**config.mk**
```make
export PLATFORM = sky130hd
export DESIGN_NAME = iir_direct_form_one_filter_core
export DESIGN_NICKNAME = d
export VERILOG_FILES = /design/src/iirdf1_pkg.sv /design/src/iir_direct_form_one_filter_core.sv
export SDC_FILE = /design/constraint.sdc
export NUM_CORES = 1
export LEC_CHECK = 0
export BUFFER_PORTS_ARGS = -buffer_cell sky130_fd_sc_hd__buf_2
export CORE_MARGIN = 4
export CORE_UTILIZATION = 51
export DETAILED_ROUTE_END_ITERATION = 6
export GPL_TIMING_DRIVEN = 1
export PLACE_DENSITY = 0.68
export SLEW_MARGIN = 20
export SYNTH_ARGS = -nofsm -noshare
export SYNTH_HDL_FRONTEND = slang
export SYNTH_SLANG_ARGS = --single-unit
```
**constraint.sdc**
```tcl
create_clock -name clock -period 15.4 [get_ports clock]
set_input_delay 3.08 -clock clock [delete_from_list [all_inputs] [get_ports clock]]
set_output_delay 3.08 -clock clock [all_outputs]
set_load 0.02 [all_outputs]
```
**src/iirdf1_pkg.sv**
```systemverilog
// Shared types and constants for the direct-form I IIR filter core.
package iirdf1_pkg;

   localparam int TAPS_DEFAULT = 4;

   localparam int SAMPLE_W    = 16;
   localparam int COEF_W      = 18;
   localparam int A0_W        = 17;
   localparam int CSR_DATA_W  = 32;
   localparam int CSR_ADDR_W  = 5;
   localparam int NUM_REGS    = 8;
   localparam int NUM_FF_REGS = 4;

   localparam int DIGIT_W    = 4;
   localparam int NUM_DIGITS = SAMPLE_W / DIGIT_W;
   localparam int DIG_IDX_W  = $clog2(NUM_DIGITS);
   localparam int TERM_COEF_W = COEF_W + 1;
   localparam int PROD_W     = TERM_COEF_W + DIGIT_W + 1;

   localparam int QUO_W     = A0_W;
   localparam int DIV_CNT_W = $clog2(QUO_W);

   localparam logic signed [SAMPLE_W-1:0] OUT_MAX = 16'sh7FFF;
   localparam logic signed [SAMPLE_W-1:0] OUT_MIN = 16'sh8000;

   localparam logic signed [COEF_W-1:0] B0_RESET = 18'sd16384;
   localparam logic [A0_W-1:0]          A0_RESET = 17'd16384;

   typedef enum logic [2:0] {
      REG_B0 = 3'd0,
      REG_B1 = 3'd1,
      REG_B2 = 3'd2,
      REG_B3 = 3'd3,
      REG_A0 = 3'd4,
      REG_A1 = 3'd5,
      REG_A2 = 3'd6,
      REG_A3 = 3'd7
   } reg_idx_type;

   typedef enum logic [6:0] {
      ST_IDLE  = 7'b0000001,
      ST_MAC   = 7'b0000010,
      ST_ABS   = 7'b0000100,
      ST_CHECK = 7'b0001000,
      ST_DIV   = 7'b0010000,
      ST_SAT   = 7'b0100000,
      ST_DONE  = 7'b1000000
   } state_type;

endpackage

```
**src/iir_direct_form_one_filter_core.sv**
```systemverilog
// Direct-form I IIR filter core: digit-serial MAC, bit-serial divide, APB coefficient port.
// Steps: a MAC phase over 2*TAPS-1 terms (one 4-bit digit of the sample per cycle through a
// 19x5 multiplier), magnitude and range check states, a restoring divide (one quotient
// bit per cycle), a saturation state and an output state.
// A new word is taken only when idle; a zero or out-of-range quotient skips the divide.
// Reset clears sample and output history and loads b0 = a0 = 16384, other coefficients 0.
module iir_direct_form_one_filter_core
   import iirdf1_pkg::*;
#(
   parameter int TAPS = TAPS_DEFAULT
) (
   input  logic                         clock,
   input  logic                         reset,
   input  logic                         req_valid,
   output logic                         req_stall,
   input  logic signed [SAMPLE_W-1:0]   req_sample_in,
   output logic                         rsp_valid,
   input  logic                         rsp_stall,
   output logic signed [SAMPLE_W-1:0]   rsp_sample_out,
   output logic                         rsp_saturated,
   input  logic                         psel,
   input  logic                         penable,
   input  logic                         pwrite,
   input  logic [CSR_ADDR_W-1:0]        paddr,
   input  logic [CSR_DATA_W-1:0]        pwdata,
   output logic [CSR_DATA_W-1:0]        prdata,
   output logic                         pready
);

   localparam int HIST      = TAPS - 1;
   localparam int NUM_TERMS = 2 * TAPS - 1;
   localparam int TERM_W    = $clog2(NUM_TERMS);
   localparam int ACC_W     = SAMPLE_W + COEF_W + $clog2(NUM_TERMS);

   // coefficient registers
   logic signed [COEF_W-1:0] coef_b_ff [NUM_FF_REGS];
   logic signed [COEF_W-1:0] coef_a_ff [1:NUM_FF_REGS-1];
   logic [A0_W-1:0]          coef_a0_ff;

   logic        csr_wr;
   reg_idx_type csr_idx;

   assign pready  = 1'b1;
   assign csr_wr  = psel && penable && pwrite && pready;
   assign csr_idx = reg_idx_type'(paddr[CSR_ADDR_W-1:2]);

   always_ff @(posedge clock) begin
      if (reset) begin
         for (int i = 1; i < NUM_FF_REGS; i++) coef_b_ff[i] <= '0;
         for (int i = 1; i < NUM_FF_REGS; i++) coef_a_ff[i] <= '0;
         coef_b_ff[0] <= B0_RESET;
         coef_a0_ff   <= A0_RESET;
      end else if (csr_wr) begin
         unique case (csr_idx)
            REG_B0:  coef_b_ff[0] <= pwdata[COEF_W-1:0];
            REG_B1:  coef_b_ff[1] <= pwdata[COEF_W-1:0];
            REG_B2:  coef_b_ff[2] <= pwdata[COEF_W-1:0];
            REG_B3:  coef_b_ff[3] <= pwdata[COEF_W-1:0];
            REG_A0:  coef_a0_ff   <= pwdata[A0_W-1:0];
            REG_A1:  coef_a_ff[1] <= pwdata[COEF_W-1:0];
            REG_A2:  coef_a_ff[2] <= pwdata[COEF_W-1:0];
            REG_A3:  coef_a_ff[3] <= pwdata[COEF_W-1:0];
            default: ;
         endcase
      end
   end

   always_comb begin
      unique case (csr_idx)
         REG_B0:  prdata = CSR_DATA_W'(coef_b_ff[0]);
         REG_B1:  prdata = CSR_DATA_W'(coef_b_ff[1]);
         REG_B2:  prdata = CSR_DATA_W'(coef_b_ff[2]);
         REG_B3:  prdata = CSR_DATA_W'(coef_b_ff[3]);
         REG_A0:  prdata = CSR_DATA_W'(coef_a0_ff);
         REG_A1:  prdata = CSR_DATA_W'(coef_a_ff[1]);
         REG_A2:  prdata = CSR_DATA_W'(coef_a_ff[2]);
         REG_A3:  prdata = CSR_DATA_W'(coef_a_ff[3]);
         default: prdata = '0;
      endcase
   end

   // datapath registers
   state_type                     state_ff, state_in;
   logic signed [SAMPLE_W-1:0]    x_ff;
   logic signed [SAMPLE_W-1:0]    xh_ff [HIST];
   logic signed [SAMPLE_W-1:0]    yh_ff [HIST];
   logic [TERM_W-1:0]             term_ff;
   logic [DIG_IDX_W-1:0]          digit_ff;
   logic [SAMPLE_W-1:0]           samp_ff;
   logic signed [TERM_COEF_W-1:0] cur_coef_ff;
   logic signed [ACC_W-1:0]       acc_ff;
   logic [ACC_W-1:0]              mag_ff;
   logic                          neg_ff;
   logic [A0_W-1:0]               rem_ff;
   logic [QUO_W-1:0]              dvd_ff;
   logic [DIV_CNT_W-1:0]          div_cnt_ff;
   logic signed [SAMPLE_W-1:0]    res_ff;
   logic                          res_sat_ff;
   logic                          rsp_valid_ff;
   logic signed [SAMPLE_W-1:0]    rsp_sample_ff;
   logic                          rsp_sat_ff;

   logic                          req_take;
   logic                          done_fire;
   logic [TERM_W-1:0]             sel_idx;
   logic signed [TERM_COEF_W-1:0] sel_coef;
   logic [SAMPLE_W-1:0]           sel_samp;
   logic signed [DIGIT_W:0]       dig;
   logic signed [PROD_W-1:0]      prod;
   logic signed [ACC_W-1:0]       prod_sh;
   logic [ACC_W-1:0]              a0_lim;
   logic [A0_W+1:0]               trial;
   logic [QUO_W-1:0]              neg_q;

   assign req_stall = (state_ff != ST_IDLE);
   assign req_take  = req_valid && !req_stall;
   assign done_fire = (state_ff == ST_DONE) && (!rsp_valid_ff || !rsp_stall);

   // next term operand select; term 0 is loaded from the incoming word
   assign sel_idx = (state_ff == ST_IDLE) ? '0 : term_ff + TERM_W'(1);

   always_comb begin
      sel_coef = TERM_COEF_W'(coef_b_ff[0]);
      sel_samp = req_sample_in;
      for (int i = 1; i < TAPS; i++) begin
         if (sel_idx == TERM_W'(i)) begin
            sel_coef = TERM_COEF_W'(coef_b_ff[i]);
            sel_samp = xh_ff[i-1];
         end
         if (sel_idx == TERM_W'(TAPS - 1 + i)) begin
            sel_coef = -TERM_COEF_W'(coef_a_ff[i]);
            sel_samp = yh_ff[i-1];
         end
      end
   end

   // top digit of the sample is signed
   assign dig = (digit_ff == DIG_IDX_W'(NUM_DIGITS - 1)) ?
                {samp_ff[DIGIT_W-1], samp_ff[DIGIT_W-1:0]} :
                {1'b0, samp_ff[DIGIT_W-1:0]};
   assign prod    = cur_coef_ff * dig;
   assign prod_sh = ACC_W'(prod) <<< {digit_ff, 2'b00};

   assign a0_lim = ACC_W'(coef_a0_ff) << QUO_W;
   assign trial  = {1'b0, rem_ff, dvd_ff[QUO_W-1]} - {2'b00, coef_a0_ff};
   assign neg_q  = '0 - dvd_ff;

   always_comb begin
      state_in = state_ff;
      unique case (state_ff)
         ST_IDLE:  if (req_take) state_in = ST_MAC;
         ST_MAC:   if (digit_ff == DIG_IDX_W'(NUM_DIGITS - 1) &&
                       term_ff == TERM_W'(NUM_TERMS - 1)) state_in = ST_ABS;
         ST_ABS:   state_in = ST_CHECK;
         ST_CHECK: state_in = (mag_ff == '0 || mag_ff >= a0_lim) ? ST_DONE : ST_DIV;
         ST_DIV:   if (div_cnt_ff == DIV_CNT_W'(QUO_W - 1)) state_in = ST_SAT;
         ST_SAT:   state_in = ST_DONE;
         ST_DONE:  if (done_fire) state_in = ST_IDLE;
         default:  state_in = ST_IDLE;
      endcase
   end

   always_ff @(posedge clock) begin
      if (reset) begin
         state_ff     <= ST_IDLE;
         rsp_valid_ff <= 1'b0;
         for (int i = 0; i < HIST; i++) begin
            xh_ff[i] <= '0;
            yh_ff[i] <= '0;
         end
      end else begin
         state_ff <= state_in;
         if (done_fire) begin
            rsp_valid_ff <= 1'b1;
         end else if (!rsp_stall) begin
            rsp_valid_ff <= 1'b0;
         end
         if (done_fire) begin
            for (int i = HIST - 1; i > 0; i--) begin
               xh_ff[i] <= xh_ff[i-1];
               yh_ff[i] <= yh_ff[i-1];
            end
            xh_ff[0] <= x_ff;
            yh_ff[0] <= res_ff;
         end
      end
   end

   always_ff @(posedge clock) begin
      unique case (state_ff)
         ST_IDLE: begin
            x_ff        <= req_sample_in;
            samp_ff     <= sel_samp;
            cur_coef_ff <= sel_coef;
            term_ff     <= '0;
            digit_ff    <= '0;
            acc_ff      <= '0;
         end
         ST_MAC: begin
            acc_ff   <= acc_ff + prod_sh;
            digit_ff <= digit_ff + DIG_IDX_W'(1);
            if (digit_ff == DIG_IDX_W'(NUM_DIGITS - 1)) begin
               term_ff     <= sel_idx;
               samp_ff     <= sel_samp;
               cur_coef_ff <= sel_coef;
            end else begin
               samp_ff <= samp_ff >> DIGIT_W;
            end
         end
         ST_ABS: begin
            neg_ff <= acc_ff[ACC_W-1];
            mag_ff <= acc_ff[ACC_W-1] ? ACC_W'(-acc_ff) : ACC_W'(acc_ff);
         end
         ST_CHECK: begin
            rem_ff     <= mag_ff[QUO_W +: A0_W];
            dvd_ff     <= mag_ff[QUO_W-1:0];
            div_cnt_ff <= '0;
            res_sat_ff <= (mag_ff != '0);
            if (mag_ff == '0) begin
               res_ff <= '0;
            end else begin
               res_ff <= neg_ff ? OUT_MIN : OUT_MAX;
            end
         end
         ST_DIV: begin
            div_cnt_ff <= div_cnt_ff + DIV_CNT_W'(1);
            if (!trial[A0_W+1]) begin
               rem_ff <= trial[A0_W-1:0];
            end else begin
               rem_ff <= {rem_ff[A0_W-2:0], dvd_ff[QUO_W-1]};
            end
            dvd_ff <= {dvd_ff[QUO_W-2:0], !trial[A0_W+1]};
         end
         ST_SAT: begin
            if (!neg_ff) begin
               res_sat_ff <= |dvd_ff[QUO_W-1:SAMPLE_W-1];
               res_ff     <= (|dvd_ff[QUO_W-1:SAMPLE_W-1]) ? OUT_MAX : dvd_ff[SAMPLE_W-1:0];
            end else if (dvd_ff > QUO_W'(1 << (SAMPLE_W - 1))) begin
               res_sat_ff <= 1'b1;
               res_ff     <= OUT_MIN;
            end else begin
               res_sat_ff <= 1'b0;
               res_ff     <= neg_q[SAMPLE_W-1:0];
            end
         end
         ST_DONE: begin
            if (done_fire) begin
               rsp_sample_ff <= res_ff;
               rsp_sat_ff    <= res_sat_ff;
            end
         end
         default: ;
      endcase
   end

   assign rsp_valid      = rsp_valid_ff;
   assign rsp_sample_out = rsp_sample_ff;
   assign rsp_saturated  = rsp_sat_ff;

endmodule
```
Word-level counts from Yosys, hierarchy flattened. Memories as Yosys holds them, arrays and structs flattened. Index checks and enable logic that the tools add are counted.

Flip-flop bits (word level): 229. RAM bits: 222. Input port bits: 60. Logic and storage cells: 193. Memories kept: 4.

Memory list: coef_b_ff (words 4, bits a word 18, read ports 4, clocked after Yosys merged registers in 0, wr ports 4, line iir_direct_form_one_filter_core.sv:36) `logic signed [COEF_W-1:0] coef_b_ff [NUM_FF_REGS];`; coef_a_ff (words 3, bits a word 18, read ports 3, clocked after Yosys merged registers in 0, wr ports 3, line iir_direct_form_one_filter_core.sv:37) `logic signed [COEF_W-1:0] coef_a_ff [1:NUM_FF_REGS-1];`; xh_ff (words 3, bits a word 16, read ports 3, clocked after Yosys merged registers in 0, wr ports 3, line iir_direct_form_one_filter_core.sv:85) `logic signed [SAMPLE_W-1:0] xh_ff [HIST];`; yh_ff (words 3, bits a word 16, read ports 3, clocked after Yosys merged registers in 0, wr ports 3, line iir_direct_form_one_filter_core.sv:86) `logic signed [SAMPLE_W-1:0] yh_ff [HIST];`.

Add/sub/neg operators: 10. Multiply operators: 1. Magnitude comparators: 2. Equality and inequality tests: 30. Shifts and indexed selects: 1. Multiplexer cells: 91. Bitwise operators: 13. Reduce and logical (&&, ||, !) cells: 22.

Operators with widths (count): 16-bit two-way mux (18); 32-bit case mux with 8 select lines (1); 19-bit two-way mux (7); 18-bit two-way mux (7); 37-bit case mux with 2 select lines (1); 17-bit case mux with 2 select lines (2); 16-bit case mux with 2 select lines (2); 18-bit negator with 19-bit output (3); 7-bit case mux with 7 select lines (1); 19-bit case mux with 2 select lines (1); 37-bit adder (1); 37-bit by 34-bit greater-or-equal comparator with 1-bit output (1); 37-bit logical NOT (1); 1-bit two-way mux (37); 37-bit negator (1); 37-bit nonzero test (1); 24-bit by 4-bit <<< shifter with 37-bit output (1); 36-bit two-way mux (1); 7-bit two-way mux (5); 3-bit == test (second input constant) (8); 19-bit by 5-bit multiplier with 24-bit output (1); 18-bit by 17-bit subtractor with 19-bit output (1); 17-bit by 16-bit > comparator with 1-bit output (second input constant) (1); 17-bit two-way mux (1); 33 further kinds (66).

Longest topological paths before layout.
Depth after elaboration: 11. Mapped depth: 30.

Worst setup path before layout. Ideal clock, no wire load.

Path type: input -> output. From: input port paddr[3]. To: output port prdata[18]. Data arrival time: 5482 ps. Slack: 6838 ps. Stages: 8. Path buffers: 4. Cells stage by stage: clkbuf_1 -> buf_1 -> clkbuf_1 -> mux2i_1 -> nor2_1 -> a211oi_1 -> a21oi_1 -> buf_4.

Word-level cells in the longest chain between the ends: 2.

Ends and longest elaborated chain: from (decl) (line iir_direct_form_one_filter_core.sv:24) `input logic [CSR_ADDR_W-1:0] paddr,`; 3-bit == test (tied with other cells) (line iir_direct_form_one_filter_core.sv:69) `unique case (csr_idx)`; 32-bit case mux with 8 select lines (*) (line iir_direct_form_one_filter_core.sv:69); to (decl) (line iir_direct_form_one_filter_core.sv:26) `output logic [CSR_DATA_W-1:0] prdata,`.

Every way passes the cells marked *; elsewhere a longest branch is shown, timed or not.

Final worst setup path.
From: input port paddr[3]. To: output port prdata[11].

The elaborated chain is that of the path after synthesis.

==> results.md <==
* Worst setup SP type: input port
* Share of cells above drive strength 1 at 9.03%
* Die Width at 246 um
* Final Slew Violations at 0
* Syn_nets at 3169
* Simple-Gate Fraction of Synth Area at 18.5%
* Seq/Total Area, Yosys at 45.4%
* Setup ws final at 6.17 ns
* H-Tree Depth at 2
* Crit path kind: in2out
* Final hold viol count at 0
* Max-slew headroom at 18.9%
* Most frequent cells in the layout: edfxtp_1, nor2_1, nand2_1
* YS warnings at 0
* Reg2reg path depth at 26
* Post-route clock period utilization at 60.0%
* DP Worst Slack at 6.44 ns
* Avg WL per Cell at 21.1 um
* Mean area per synthesized cell at 9.89 um^2
* Gpl congestion at 0.948
* Post-Synth Adder-Cell Area at 9.68%
* WP data arrival at 6.15 ns
* Full die area at 60500 um^2
* Clk_skew at 0.0172 ns
* Number of port buffers at 94
* Final HPWL DP at 54.8 mm
* GRT Util Overall at 25.4%
* Fillers at 4683
* Min-Delay Path Class: reg2reg
* WP depth at 8
* Asr flop ratio synth at 0%
* Post-layout min period at 9.23 ns
* Placeable core area at 55600 um^2
* Pre-antenna DRT Iters at 6
* Initial antenna violation count at 1
* Routed via count at 22666
* CTS Buf Count at 50
* CTS tree: yes
* CTS Hold Bufs at 0
* Slew @ Worst Pin at 1.22 ns
* Post-CTS setup buffers at 0
* Die Ht at 246 um
* Multiplexer area fraction after synthesis at 3.48%
* Vias per cell at 6.08
* Crit path max fanout at 46
* DRT iter0 DRCs at 2166
* Slowest cell on crit path: nor2_1
* Register bit total from synthesis at 451
* Critical Path, Cell by Cell: buf_2 > buf_4 > inv_1 > nor2_1 > a22o_1 > a221oi_1 > nor2_1 > buf_2
* DRC errors left at 0
* Placed Cells at 3634
* Finished Layout Cells at 3730
* CP bufs+invs at 4
* CP peak stage delay at 1.00 ns
* Setup TNS Final at 0 ns
* Clock latency on the worst-skew pair at 0.60 ns
* # resized after CTS at 0
* Synthesized instance count at 2922
* Most common cell after layout, fill and taps aside: edfxtp_1
* Routed WL at 78.5 mm
* Total congestion overflow at 0
* Synthesized area at 28900 um^2
* Post-synth EDFFs at 408
* Number of max-cap violations at 0
* Clock buffer depth at 3
* Status: complete, no violations
* Clock slew at reported path FFs at 0.06 ns
* Global-route wire length before repair at 122 mm
* Post-synth top flop: edfxtp_1
* Vias in the first global route at 21893
* Nets at 3185
* Synth cell types at 75
* RSZ-0062 raised after global routing: false
* # rows at 86
* Final setup violation count at 0
* CP required at 12.32 ns
* Fmax at 108 MHz
* FF-to-FF setup slack at 6.29 ns
* CP top delay family: buffers and inverters
* Crit end category: primary output
* Clock Tree Root: clkbuf_16
* DRT antenna net count at 0
* Largest family of logic cells by synthesized area: simple AND/OR/NAND/NOR gates
* Largest net degree at the start of global routing at 100
* Area Growth Syn to Fin at 10.3%
* Clock Sinks at 451
* Worst Hold Depth at 0
* Compound-cell area share of the yosys netlist at 14.0%
* Initial core utilization at 51.9%
* XOR/XNOR Fraction of Synth Area at 4.18%
* Top-Level Pins at 112
## flip-flops by register name, summed over array words and instances (netlist names)
signal	cells
div_cnt_ff	5
cur_coef_ff	19
coef_a_ff	54
xh_ff	48
state_ff	7
rsp_valid	1
neg_ff	1
acc_ff	37
rsp_saturated	1
mag_ff	37
coef_a0_ff	17
x_ff	16
rsp_sample_out	16
digit_ff	2
res_ff	16
rem_ff	17
term_ff	3
dvd_ff	17
coef_b_ff	72
samp_ff	16
res_sat_ff	1
yh_ff	48
## cell type report
type                            count  area, um^2  share of cell area (%)
Multi-Input combinational cell   2122       14500                    45.5
Sequential cell                   451       13100                    41.2
Clock buffer                       59        1340                    4.19
Tap cell                          748         936                    2.94
Timing Repair Buffer              130         741                    2.32
Inverter                          183         687                    2.16
Clock inverter                     35         556                    1.74
Antenna cell                        2        5.00                  0.0157
## cell usage after synthesis, types with 16 or more instances
library cell | instances | area (um^2)
o31ai_1 | 19 | 143
mux2i_1 | 79 | 791
and3_1 | 106 | 663
a31oi_1 | 19 | 119
nor2_1 | 258 | 968
a211oi_1 | 94 | 706
xnor2_1 | 91 | 797
or3_1 | 33 | 206
and2_1 | 186 | 1160
a21o_1 | 32 | 240
dfxtp_1 | 43 | 861
nor4_1 | 30 | 188
edfxtp_1 | 408 | 12300
nor2b_1 | 19 | 119
o21ai_0 | 132 | 661
nand2_1 | 255 | 957
nor3_1 | 49 | 245
nand2b_1 | 20 | 125
fa_1 | 61 | 1220
nand4_1 | 16 | 100
a221oi_1 | 16 | 140
clkbuf_1 | 140 | 526
a21oi_1 | 210 | 1050
xor2_1 | 47 | 412
inv_1 | 181 | 679
nand3_1 | 38 | 190
ha_1 | 126 | 1580
## metrics by stage
| step | util [%] | hold WS (ns) | area [um^2] |
|---|---|---|---|
| floorplan | - | 0.400 | 28900 |
| global placement | 53.8 | 0.409 | 29900 |
| detailed placement | 53.8 | 0.408 | 29900 |
| CTS | 57.2 | 0.423 | 31800 |
| global route | 57.3 | 0.437 | 31900 |
| finish | 57.3 | 0.421 | 31900 |
## cell families after synthesis
logic type      after synthesis
simple gates               1063
compound gates              641
flops                       451
buf+inv                     349
fa+ha+maj                   187
xor+xnor                    138
mux                          92
other cells                   1
## worst paths after layout
| check | from | end |
|---|---|---|
| setup / recovery | paddr[3] | prdata[11] |
| hold / removal | res_sat_ff | rsp_saturated |
| setup reg to reg | digit_ff[0] | acc_ff[35] |
| hold reg to reg | res_sat_ff | rsp_saturated |
## per-layer routing
layer,track usage (%),vias up,routed length [um]
met5,0,-,0
met4,9.53,0,3160
met3,3.67,191,6260
met2,42.1,963,36600
met1,34.1,11001,32500
li1,-,10511,-
Power is left out: the tool's default activity adds up to more than one toggle a clock period on the data nets, which glitch-free logic cannot reach.
